**config.mk**
```make
export PLATFORM = sky130hd
export DESIGN_NAME = resolver_sin_cos_generator_core_flat
export DESIGN_NICKNAME = d
export VERILOG_FILES = /design/src/hdl/rsg_pkg.sv /design/src/hdl/rsg_if.sv /design/src/hdl/resolver_sin_cos_generator_core.sv /design/src/hdl/rsg_angle.sv /design/src/hdl/rsg_rom.sv /design/src/hdl/rsg_out.sv /design/src/flat_wrapper.sv
export SDC_FILE = /design/constraint.sdc
export NUM_CORES = 1
export LEC_CHECK = 0
export BUFFER_PORTS_ARGS = -buffer_cell sky130_fd_sc_hd__buf_2
export CAP_MARGIN = 20
export CORE_MARGIN = 1.5
export CORE_UTILIZATION = 50
export CTS_BUF_LIST = sky130_fd_sc_hd__clkbuf_2 sky130_fd_sc_hd__clkbuf_4 sky130_fd_sc_hd__clkbuf_8
export CTS_CLUSTER_SIZE = 30
export DETAILED_ROUTE_END_ITERATION = 7
export GPL_TIMING_DRIVEN = 0
export HOLD_SLACK_MARGIN = 0.03
export PLACE_DENSITY_LB_ADDON = 0.25
export SLEW_MARGIN = 5
export SYNTH_ARGS = -nofsm -noshare
export SYNTH_HDL_FRONTEND = slang
export SYNTH_SLANG_ARGS = --single-unit
```
**constraint.sdc**
```tcl
create_clock -name clk -period 8.2 [get_ports clk]
set_clock_uncertainty 0.15 [all_clocks]
set_input_delay 0.41 -clock clk [delete_from_list [all_inputs] [get_ports clk]]
set_output_delay 0.41 -clock clk [all_outputs]
set_load 0.02 [all_outputs]
```
**src/hdl/rsg_pkg.sv**
```systemverilog
`default_nettype none

package rsg_pkg;

  localparam int ANGLE_W = 16;
  localparam int DAC_W = 12;
  localparam int MAG_W = 11;
  localparam int FRAC_W = 6;
  localparam int BANK_AW = 8;
  localparam int DEG_AW = 7;
  localparam int DEG_W = 9;
  localparam int QUARTER_BANK = 129;
  localparam int DEGREE_DEPTH = 91;

  localparam logic [DAC_W-1:0] DAC_MID = 12'h7FF;
  localparam logic [DEG_W-1:0] DEG_QUARTER = 9'd90;
  localparam logic [DEG_W-1:0] DEG_HALF = 9'd180;
  localparam logic [DEG_W-1:0] DEG_THREE_QUARTER = 9'd270;
  localparam logic [DEG_W-1:0] DEG_FULL = 9'd360;
  localparam logic [ANGLE_W-1:0] DEG_LIMIT = 16'd360;
  localparam logic [14:0] QUADRANT_SPAN = 15'h4000;
  localparam logic [ANGLE_W-1:0] COS_SHIFT = 16'h4000;

  typedef enum logic [1:0] {
    REQ_TICK   = 2'd0,
    REQ_LOAD   = 2'd1,
    REQ_DEGREE = 2'd2
  } req_code_t;

  typedef struct packed {
    logic                neg;
    logic                swap;
    logic [FRAC_W-1:0]   frac;
    logic [BANK_AW-1:0]  even_addr;
    logic [BANK_AW-1:0]  odd_addr;
    logic [DEG_AW-1:0]   deg_addr;
  } lane_t;

  typedef struct packed {
    logic  emit;
    logic  deg_mode;
    lane_t sin_lane;
    lane_t cos_lane;
  } look_t;

  typedef struct packed {
    logic [MAG_W-1:0] even;
    logic [MAG_W-1:0] odd;
    logic [MAG_W-1:0] deg;
  } rom_word_t;

  localparam logic [MAG_W-1:0] QUARTER_EVEN [QUARTER_BANK] = '{
    11'd0, 11'd25, 11'd50, 11'd75, 11'd100,
    11'd126, 11'd151, 11'd176, 11'd201, 11'd226,
    11'd251, 11'd275, 11'd300, 11'd325, 11'd350,
    11'd375, 11'd399, 11'd424, 11'd449, 11'd473,
    11'd497, 11'd522, 11'd546, 11'd570, 11'd594,
    11'd618, 11'd642, 11'd666, 11'd690, 11'd713,
    11'd737, 11'd760, 11'd783, 11'd807, 11'd830,
    11'd852, 11'd875, 11'd898, 11'd920, 11'd943,
    11'd965, 11'd987, 11'd1009, 11'd1031, 11'd1052,
    11'd1074, 11'd1095, 11'd1116, 11'd1137, 11'd1158,
    11'd1179, 11'd1199, 11'd1219, 11'd1239, 11'd1259,
    11'd1279, 11'd1299, 11'd1318, 11'd1337, 11'd1356,
    11'd1375, 11'd1393, 11'd1411, 11'd1430, 11'd1447,
    11'd1465, 11'd1483, 11'd1500, 11'd1517, 11'd1533,
    11'd1550, 11'd1566, 11'd1582, 11'd1598, 11'd1614,
    11'd1629, 11'd1644, 11'd1659, 11'd1674, 11'd1688,
    11'd1702, 11'd1716, 11'd1729, 11'd1743, 11'd1756,
    11'd1769, 11'd1781, 11'd1793, 11'd1805, 11'd1817,
    11'd1828, 11'd1840, 11'd1850, 11'd1861, 11'd1871,
    11'd1881, 11'd1891, 11'd1901, 11'd1910, 11'd1919,
    11'd1927, 11'd1936, 11'd1944, 11'd1951, 11'd1959,
    11'd1966, 11'd1973, 11'd1979, 11'd1986, 11'd1992,
    11'd1997, 11'd2003, 11'd2008, 11'd2012, 11'd2017,
    11'd2021, 11'd2025, 11'd2028, 11'd2032, 11'd2035,
    11'd2037, 11'd2039, 11'd2041, 11'd2043, 11'd2045,
    11'd2046, 11'd2046, 11'd2047, 11'd2047
  };

  localparam logic [MAG_W-1:0] QUARTER_ODD [QUARTER_BANK] = '{
    11'd13, 11'd38, 11'd63, 11'd88, 11'd113,
    11'd138, 11'd163, 11'd188, 11'd213, 11'd238,
    11'd263, 11'd288, 11'd313, 11'd338, 11'd362,
    11'd387, 11'd412, 11'd436, 11'd461, 11'd485,
    11'd510, 11'd534, 11'd558, 11'd582, 11'd606,
    11'd630, 11'd654, 11'd678, 11'd701, 11'd725,
    11'd748, 11'd772, 11'd795, 11'd818, 11'd841,
    11'd864, 11'd887, 11'd909, 11'd932, 11'd954,
    11'd976, 11'd998, 11'd1020, 11'd1042, 11'd1063,
    11'd1085, 11'd1106, 11'd1127, 11'd1148, 11'd1168,
    11'd1189, 11'd1209, 11'd1229, 11'd1249, 11'd1269,
    11'd1289, 11'd1308, 11'd1328, 11'd1347, 11'd1365,
    11'd1384, 11'd1402, 11'd1421, 11'd1439, 11'd1456,
    11'd1474, 11'd1491, 11'd1508, 11'd1525, 11'd1542,
    11'd1558, 11'd1574, 11'd1590, 11'd1606, 11'd1621,
    11'd1637, 11'd1652, 11'd1666, 11'd1681, 11'd1695,
    11'd1709, 11'd1723, 11'd1736, 11'd1749, 11'd1762,
    11'd1775, 11'd1787, 11'd1799, 11'd1811, 11'd1823,
    11'd1834, 11'd1845, 11'd1856, 11'd1866, 11'd1876,
    11'd1886, 11'd1896, 11'd1905, 11'd1914, 11'd1923,
    11'd1932, 11'd1940, 11'd1948, 11'd1955, 11'd1962,
    11'd1969, 11'd1976, 11'd1983, 11'd1989, 11'd1994,
    11'd2000, 11'd2005, 11'd2010, 11'd2015, 11'd2019,
    11'd2023, 11'd2027, 11'd2030, 11'd2033, 11'd2036,
    11'd2038, 11'd2040, 11'd2042, 11'd2044, 11'd2045,
    11'd2046, 11'd2047, 11'd2047, 11'd2047
  };

  localparam logic [MAG_W-1:0] DEGREE_TBL [DEGREE_DEPTH] = '{
    11'd0, 11'd36, 11'd71, 11'd107, 11'd143, 11'd178, 11'd214, 11'd249, 11'd285, 11'd320,
    11'd355, 11'd391, 11'd426, 11'd460, 11'd495, 11'd530, 11'd564, 11'd598, 11'd633,
    11'd666, 11'd700, 11'd734, 11'd767, 11'd800, 11'd833, 11'd865, 11'd897, 11'd929,
    11'd961, 11'd992, 11'd1024, 11'd1054, 11'd1085, 11'd1115, 11'd1145, 11'd1174,
    11'd1203, 11'd1232, 11'd1260, 11'd1288, 11'd1316, 11'd1343, 11'd1370, 11'd1396,
    11'd1422, 11'd1447, 11'd1472, 11'd1497, 11'd1521, 11'd1545, 11'd1568, 11'd1591,
    11'd1613, 11'd1635, 11'd1656, 11'd1677, 11'd1697, 11'd1717, 11'd1736, 11'd1755,
    11'd1773, 11'd1790, 11'd1807, 11'd1824, 11'd1840, 11'd1855, 11'd1870, 11'd1884,
    11'd1898, 11'd1911, 11'd1924, 11'd1935, 11'd1947, 11'd1958, 11'd1968, 11'd1977,
    11'd1986, 11'd1995, 11'd2002, 11'd2009, 11'd2016, 11'd2022, 11'd2027, 11'd2032,
    11'd2036, 11'd2039, 11'd2042, 11'd2044, 11'd2046, 11'd2047, 11'd2047
  };

  function automatic lane_t quarter_lane(logic [ANGLE_W-1:0] ang);
    lane_t      l;
    logic [14:0] off;
    logic [8:0]  n;
    l = '0;
    off = ang[14] ? (QUADRANT_SPAN - {1'b0, ang[13:0]}) : {1'b0, ang[13:0]};
    n = off[14:6];
    l.neg = ang[15];
    l.swap = n[0];
    l.frac = off[5:0];
    l.odd_addr = n[8:1];
    l.even_addr = n[8:1] + {7'd0, n[0]};
    return l;
  endfunction

  function automatic lane_t degree_lane(logic [DEG_W-1:0] d);
    lane_t          l;
    logic [DEG_W-1:0] idx;
    l = '0;
    if (d < DEG_QUARTER) begin
      idx = d;
    end else if (d < DEG_HALF) begin
      idx = DEG_HALF - d;
    end else if (d < DEG_THREE_QUARTER) begin
      idx = d - DEG_HALF;
      l.neg = 1'b1;
    end else begin
      idx = DEG_FULL - d;
      l.neg = 1'b1;
    end
    l.deg_addr = idx[DEG_AW-1:0];
    return l;
  endfunction

endpackage

`default_nettype wire

```
**src/hdl/rsg_if.sv**
```systemverilog
`default_nettype none

interface rsg_req_if;
  logic        valid;
  logic        ready;
  logic [1:0]  req_type;
  logic [15:0] angle_value;

  modport source (output valid, output req_type, output angle_value, input ready);
  modport sink (input valid, input req_type, input angle_value, output ready);
endinterface

interface rsg_res_if;
  logic        valid;
  logic        ready;
  logic [11:0] sin_dac;
  logic [11:0] cos_dac;

  modport source (output valid, output sin_dac, output cos_dac, input ready);
  modport sink (input valid, input sin_dac, input cos_dac, output ready);
endinterface

interface rsg_cfg_if;
  logic        valid;
  logic        ready;
  logic [15:0] velocity;

  modport source (output valid, output velocity, input ready);
  modport sink (input valid, input velocity, output ready);
endinterface

`default_nettype wire

```
**src/hdl/resolver_sin_cos_generator_core.sv**
```systemverilog
// A result word passes the stage-one and table-read registers, then the output register.
// Throughput: one request word per cycle while the output does not stall, set by the
// angle accumulator and the registered two-address table read that follows it.
// Requests that produce no result are still accepted from the input channel.
// Reset clears the shaft angle, the velocity register and all pipeline valid flags.
`default_nettype none

module resolver_sin_cos_generator_core (
  input  wire logic clk,
  input  wire logic rst,
  rsg_req_if.sink   req,
  rsg_cfg_if.sink   cfg,
  rsg_res_if.source res
);
  import rsg_pkg::*;

  look_t     look;
  rom_word_t sin_rd;
  rom_word_t cos_rd;
  logic      load_en;
  logic      accept;

  assign req.ready = load_en;
  assign accept = req.valid && load_en;
  assign cfg.ready = 1'b1;

  rsg_angle u_angle (
    .clk          (clk),
    .rst          (rst),
    .accept       (accept),
    .req_type     (req.req_type),
    .angle_value  (req.angle_value),
    .cfg_we       (cfg.valid),
    .cfg_velocity (cfg.velocity),
    .look         (look)
  );

  rsg_rom u_rom (
    .clk    (clk),
    .en     (load_en),
    .look   (look),
    .sin_rd (sin_rd),
    .cos_rd (cos_rd)
  );

  rsg_out u_out (
    .clk       (clk),
    .rst       (rst),
    .accept    (accept),
    .look      (look),
    .sin_rd    (sin_rd),
    .cos_rd    (cos_rd),
    .load_en   (load_en),
    .out_valid (res.valid),
    .out_ready (res.ready),
    .sin_dac   (res.sin_dac),
    .cos_dac   (res.cos_dac)
  );

endmodule

`default_nettype wire

```
**src/hdl/rsg_angle.sv**
```systemverilog
`default_nettype none

module rsg_angle (
  input  wire logic                        clk,
  input  wire logic                        rst,
  input  wire logic                        accept,
  input  wire logic [1:0]                  req_type,
  input  wire logic [15:0]                 angle_value,
  input  wire logic                        cfg_we,
  input  wire logic [15:0]                 cfg_velocity,
  output rsg_pkg::look_t                   look
);
  import rsg_pkg::*;

  logic [ANGLE_W-1:0] shaft_angle;
  logic [ANGLE_W-1:0] shaft_angle_next;
  logic [ANGLE_W-1:0] velocity;
  logic               update;
  logic [DEG_W-1:0]   deg_sin;
  logic [DEG_W:0]     deg_sum;
  logic [DEG_W-1:0]   deg_cos;

  always_comb begin
    shaft_angle_next = shaft_angle;
    update = 1'b0;
    look = '0;
    deg_sin = angle_value[DEG_W-1:0];
    deg_sum = {1'b0, deg_sin} + {1'b0, DEG_QUARTER};
    deg_cos = (deg_sum > {1'b0, DEG_FULL}) ? DEG_W'(deg_sum - {1'b0, DEG_FULL})
                                           : deg_sum[DEG_W-1:0];
    unique case (req_code_t'(req_type))
      REQ_TICK: begin
        shaft_angle_next = shaft_angle + velocity;
        update = (velocity != '0);
        look.emit = update;
      end
      REQ_LOAD: begin
        shaft_angle_next = angle_value;
        update = 1'b1;
        look.emit = 1'b1;
      end
      REQ_DEGREE: begin
        look.emit = (angle_value <= DEG_LIMIT);
        look.deg_mode = 1'b1;
      end
      default: begin
        look.emit = 1'b0;
      end
    endcase
    if (look.deg_mode) begin
      look.sin_lane = degree_lane(deg_sin);
      look.cos_lane = degree_lane(deg_cos);
    end else begin
      look.sin_lane = quarter_lane(shaft_angle_next);
      look.cos_lane = quarter_lane(shaft_angle_next + COS_SHIFT);
    end
  end

  always_ff @(posedge clk) begin
    if (rst) begin
      shaft_angle <= '0;
      velocity <= '0;
    end else begin
      if (accept && update) begin
        shaft_angle <= shaft_angle_next;
      end
      if (cfg_we) begin
        velocity <= cfg_velocity;
      end
    end
  end

endmodule

`default_nettype wire

```
**src/hdl/rsg_rom.sv**
```systemverilog
`default_nettype none

module rsg_rom (
  input  wire logic          clk,
  input  wire logic          en,
  input  wire rsg_pkg::look_t look,
  output rsg_pkg::rom_word_t sin_rd,
  output rsg_pkg::rom_word_t cos_rd
);
  import rsg_pkg::*;

  always_ff @(posedge clk) begin
    if (en) begin
      sin_rd.even <= QUARTER_EVEN[look.sin_lane.even_addr];
      sin_rd.odd <= QUARTER_ODD[look.sin_lane.odd_addr];
      sin_rd.deg <= DEGREE_TBL[look.sin_lane.deg_addr];
      cos_rd.even <= QUARTER_EVEN[look.cos_lane.even_addr];
      cos_rd.odd <= QUARTER_ODD[look.cos_lane.odd_addr];
      cos_rd.deg <= DEGREE_TBL[look.cos_lane.deg_addr];
    end
  end

endmodule

`default_nettype wire

```
**src/hdl/rsg_out.sv**
```systemverilog
`default_nettype none

module rsg_out (
  input  wire logic               clk,
  input  wire logic               rst,
  input  wire logic               accept,
  input  wire rsg_pkg::look_t     look,
  input  wire rsg_pkg::rom_word_t sin_rd,
  input  wire rsg_pkg::rom_word_t cos_rd,
  output logic                    load_en,
  output logic                    out_valid,
  input  wire logic               out_ready,
  output logic [11:0]             sin_dac,
  output logic [11:0]             cos_dac
);
  import rsg_pkg::*;

  logic  s1_valid;
  logic  s1_deg_mode;
  lane_t s1_sin;
  lane_t s1_cos;
  logic  out_en;
  logic [DAC_W-1:0] sin_word;
  logic [DAC_W-1:0] cos_word;

  function automatic logic [DAC_W-1:0] dac_word(logic deg_mode, lane_t l, rom_word_t rd);
    logic [MAG_W-1:0] a;
    logic [MAG_W-1:0] b;
    logic [16:0]      prod;
    logic [MAG_W-1:0] mag;
    if (deg_mode) begin
      a = rd.deg;
      b = rd.deg;
    end else if (l.swap) begin
      a = rd.odd;
      b = rd.even;
    end else begin
      a = rd.even;
      b = rd.odd;
    end
    prod = 17'(b - a) * 17'(l.frac);
    mag = a + prod[16:6];
    return l.neg ? (DAC_MID + {1'b0, mag}) : (DAC_MID - {1'b0, mag});
  endfunction

  assign out_en = !out_valid || out_ready;
  assign load_en = !s1_valid || out_en;
  assign sin_word = dac_word(s1_deg_mode, s1_sin, sin_rd);
  assign cos_word = dac_word(s1_deg_mode, s1_cos, cos_rd);

  always_ff @(posedge clk) begin
    if (rst) begin
      s1_valid <= 1'b0;
      out_valid <= 1'b0;
    end else begin
      if (load_en) begin
        s1_valid <= accept && look.emit;
      end
      if (out_en) begin
        out_valid <= s1_valid;
      end
    end
  end

  always_ff @(posedge clk) begin
    if (load_en) begin
      s1_deg_mode <= look.deg_mode;
      s1_sin <= look.sin_lane;
      s1_cos <= look.cos_lane;
    end
    if (out_en) begin
      sin_dac <= sin_word;
      cos_dac <= cos_word;
    end
  end

endmodule

`default_nettype wire
```
**src/flat_wrapper.sv**
```systemverilog
// flat-port wrapper written by rule: the top's interface ports become plain ports
module resolver_sin_cos_generator_core_flat import rsg_pkg::*;
  (clk, rst, req_valid, req_req_type, req_angle_value, req_ready, cfg_valid, cfg_velocity, cfg_ready, res_valid, res_sin_dac, res_cos_dac, res_ready);
  rsg_req_if req_i ();
  rsg_cfg_if cfg_i ();
  rsg_res_if res_i ();
  input  wire logic clk;
  input  wire logic rst;
  input wire logic [$bits(req_i.valid)-1:0] req_valid;
  input wire logic [$bits(req_i.req_type)-1:0] req_req_type;
  input wire logic [$bits(req_i.angle_value)-1:0] req_angle_value;
  output wire logic [$bits(req_i.ready)-1:0] req_ready;
  input wire logic [$bits(cfg_i.valid)-1:0] cfg_valid;
  input wire logic [$bits(cfg_i.velocity)-1:0] cfg_velocity;
  output wire logic [$bits(cfg_i.ready)-1:0] cfg_ready;
  output wire logic [$bits(res_i.valid)-1:0] res_valid;
  output wire logic [$bits(res_i.sin_dac)-1:0] res_sin_dac;
  output wire logic [$bits(res_i.cos_dac)-1:0] res_cos_dac;
  input wire logic [$bits(res_i.ready)-1:0] res_ready;
  assign req_i.valid = req_valid;
  assign req_i.req_type = req_req_type;
  assign req_i.angle_value = req_angle_value;
  assign req_ready = req_i.ready;
  assign cfg_i.valid = cfg_valid;
  assign cfg_i.velocity = cfg_velocity;
  assign cfg_ready = cfg_i.ready;
  assign res_valid = res_i.valid;
  assign res_sin_dac = res_i.sin_dac;
  assign res_cos_dac = res_i.cos_dac;
  assign res_i.ready = res_ready;
  resolver_sin_cos_generator_core u_core (.clk(clk), .rst(rst), .req(req_i), .cfg(cfg_i), .res(res_i));
endmodule
```
==> summary.txt <==
Status
  – Status: finished with violations
  – Failing checks: negative setup slack

Clocking
  – Worst-Skew Late Latency: 530 ps
  – Clock tree sinks: 140
  – CTS Buffer Depth: 2
  – CTS tree: yes
  – CTS root buffer: clkbuf_8
  – Cts bufs inserted: 17
  – # H-tree levels: 4
  – Worst-path clk slew: 100 ps

Layout
  – Fin nets: 3942
  – Utilization after layout: 0.577
  – Final instance area: 29100 µm²
  – Fill cells: 4665
  – Share of cells above drive strength 1: 0.146
  – Layout area overhead: 13.6%

Placement
  – Placed cell areas: 26800 µm²
  – DP HPWL: 70800 µm
  – RD Place Congestion: 1.02
  – PortBufs: 59

Drt
  – DR DRC count: 0
  – Antenna-violating nets left: 0
  – Via count: 27700
  – DRT Wirelength: 95600 µm
  – DR WL/cell: 22.4 µm
  – Initial DRC Count: 3647
  – Vias per inst: 6.49
  – 1st-pass router iterations: 8

Synth
  – Dominant cell type by area after synthesis: edfxtp_1
  – Number of synthesized flops with an enable pin: 106
  – Post-synth top area share: 0.124
  – FF+latch count, synth: 140
  – Main synth FF type: edfxtp_1
  – Syn Std Cell Area: 25600 µm²
  – Mean area per synthesized cell: 7.53 µm²
  – Synth warn: 0
  – Sequential share of the synthesized area: 0.151
  – Syn_nets: 3753
  – Top post-synthesis cells by area: edfxtp_1 (12%), ha_1 (11%), fa_1 (7.4%)
  – Asr flop ratio synth: 0
  – Synth unique cells: 118
  – Mapped Cells: 3397

Timing
  – Final Slew Violations: 0
  – Period utilization: 1.03
  – Final Setup Violations: 6
  – Unrepaired setup endpoints after global routing: yes
  – Final worst slack: -255 ps
  – Final Hold Vio Count: 0
  – Min Clock Period, post-route: 8460 ps
  – Max Freq: 118 MHz
  – Worst Max-Slew Pin Slew: 1130 ps
  – Slew HR: 0.248

Worst setup path
  – Worst path arrival time: 8590 ps
  – Crit path max-delay family: adder cells
  – Crit-path slowest cell: fa_1
  – CP Launch Type: register
  – Worst Path Max Fanout: 5
  – CP peak stage delay: 560 ps
  – Worst Setup End Kind: register
  – Data required time of the critical path: 8330 ps
  – Critical path class: reg2reg
  – Sum of buffers and inverters on the critical path: 7

GRT
  – First-pass GRT wire length: 146000 µm
  – Initial antenna violation count: 2
  – Total track usage: 0.348
  – Number of global-route vias before repair: 26000
  – GR Overflow Total: 0
  – Maximum number of pins on one net before global-route repair: 52

Floorplanning
  – Top Ports: 66
  – Initial core utilization: 0.508
  – Core area: 50400 µm²
  – Die W: 229 µm
  – Die area: 52600 µm²
  – Num rows: 82
  – Die H: 229 µm

Min path
  – Worst min path class: in2reg

Flow run
  – # Max-Cap Violations: 0
==> final cells by class <==
class,instances,area (µm²),area share
multi-input cells,2791,20800,0.715
flip-flops and latches,140,3860,0.133
repair buffers,170,1220,0.0420
plain buffers,232,1090,0.0377
inverters,234,878,0.0302
well taps,672,841,0.0289
clock buffers,17,234,0.00805
clock inverters,15,161,0.00555
diodes,1,2.50,0.0000861
==> cell usage after synthesis, types with 24 or more instances <==
library cell / n
a211oi_1: 89
a21oi_1: 232
a221oi_1: 24
a31oi_1: 48
and2_1: 117
buf_2: 46
clkbuf_1: 158
dfxtp_1: 34
edfxtp_1: 106
fa_1: 95
ha_1: 222
inv_1: 229
mux2i_1: 65
nand2_1: 349
nand3_1: 107
nor2_1: 295
nor2b_1: 73
nor3_1: 89
o211ai_1: 85
o21a_1: 33
o21ai_0: 183
o221ai_1: 27
o31ai_1: 25
or2_2: 24
or3_1: 25
xnor2_1: 83
xor2_1: 43
==> logic make-up after synthesis <==
logic type      count (synthesis)  synth area share
xor+xnor                      128            0.0444
fa+ha+maj                     317             0.183
compound gates               1043             0.280
mux                            89            0.0379
other cells                     1          0.000147
simple gates                 1213             0.232
flops                         140             0.151
buf+inv                       466            0.0725
==> tightest hold or removal path, cell delays in order <==
cell     delay (ps)
buf_2            90
nor4b_1          40
nand4_1          80
a31oi_1          80
==> cells in the final DEF, fill, tap and decap left out, drive strengths merged, types with 28 or more instances in the layout <==
master,instances
o31ai,28
nor3,92
nor2b,73
a21oi,235
o21a,33
nor2,300
a211oi,94
mux2i,68
xor2,44
o221ai,28
and2,119
o211ai,85
ha,222
a31oi,50
fa,95
nand2,351
o21ai,206
edfxtp,106
xnor2,84
nand3,109
or2,31
clkbuf,176
inv,237
dfxtp,34
buf,227
==> through the flow <==
stage | TNS [ps] | worst slack (ps) | cells | hold WS [ps]
after detailed placement | -5700 | -794 | 4131 | 362
after floorplan | 0 | 11.0 | 3397 | 290
after global placement | -4300 | -627 | 4128 | 332
after global routing | -3760 | -613 | 4271 | 91.5
final | -958 | -255 | 4272 | 87.3
after CTS | -540 | -178 | 4248 | 65.4
==> metal layers <==
layer / vias up / track usage / part of all wire
met5: - / 0 / 0.00054
met2: 1721 / 0.534 / 0.44
met3: 331 / 0.0915 / 0.11
met1: 13000 / 0.466 / 0.42
met4: 6 / 0.134 / 0.040
li1: 12700 / - / -
==> path summary, 6_finish.rpt <==
kind / startpoint / endpoint / slack [ps] / cells past startpoint
setup / recovery: u_core.u_out.s1_cos[29] / u_core.u_out.cos_dac[11] / -260 / 37
hold / removal: req_angle_value[10] / u_core.u_out.s1_valid / 90 / 4
setup reg to reg: u_core.u_out.s1_cos[29] / u_core.u_out.cos_dac[11] / -260 / 37
hold reg to reg: u_core.u_angle.shaft_angle[13] / u_core.u_angle.shaft_angle[13] / 380 / 2
==> flip-flops by register name (all words and copies together), names as in the netlist, 7 cells and up <==
name and flops:
u_core.u_rom.cos_rd 33, u_core.u_rom.sin_rd 33, u_core.u_angle.shaft_angle 16, u_core.u_angle.velocity 16, u_core.u_out.cos_dac 12, u_core.u_out.sin_dac 12
u_core.u_out.s1_sin 8, u_core.u_out.s1_cos 7
==> repair_timing <==
action                                 4_1_cts  5_1_grt
pin swaps                                  112      113
setup endpoints to repair                   11       30
endpoints found under the hold margin       16        0
buffers inserted                            69       23
gates resized for setup                    116      103
hold buffers                                16        0
Power is left out: the tool's default activity adds up to more than one toggle a clock period on the data nets, which glitch-free logic cannot reach.
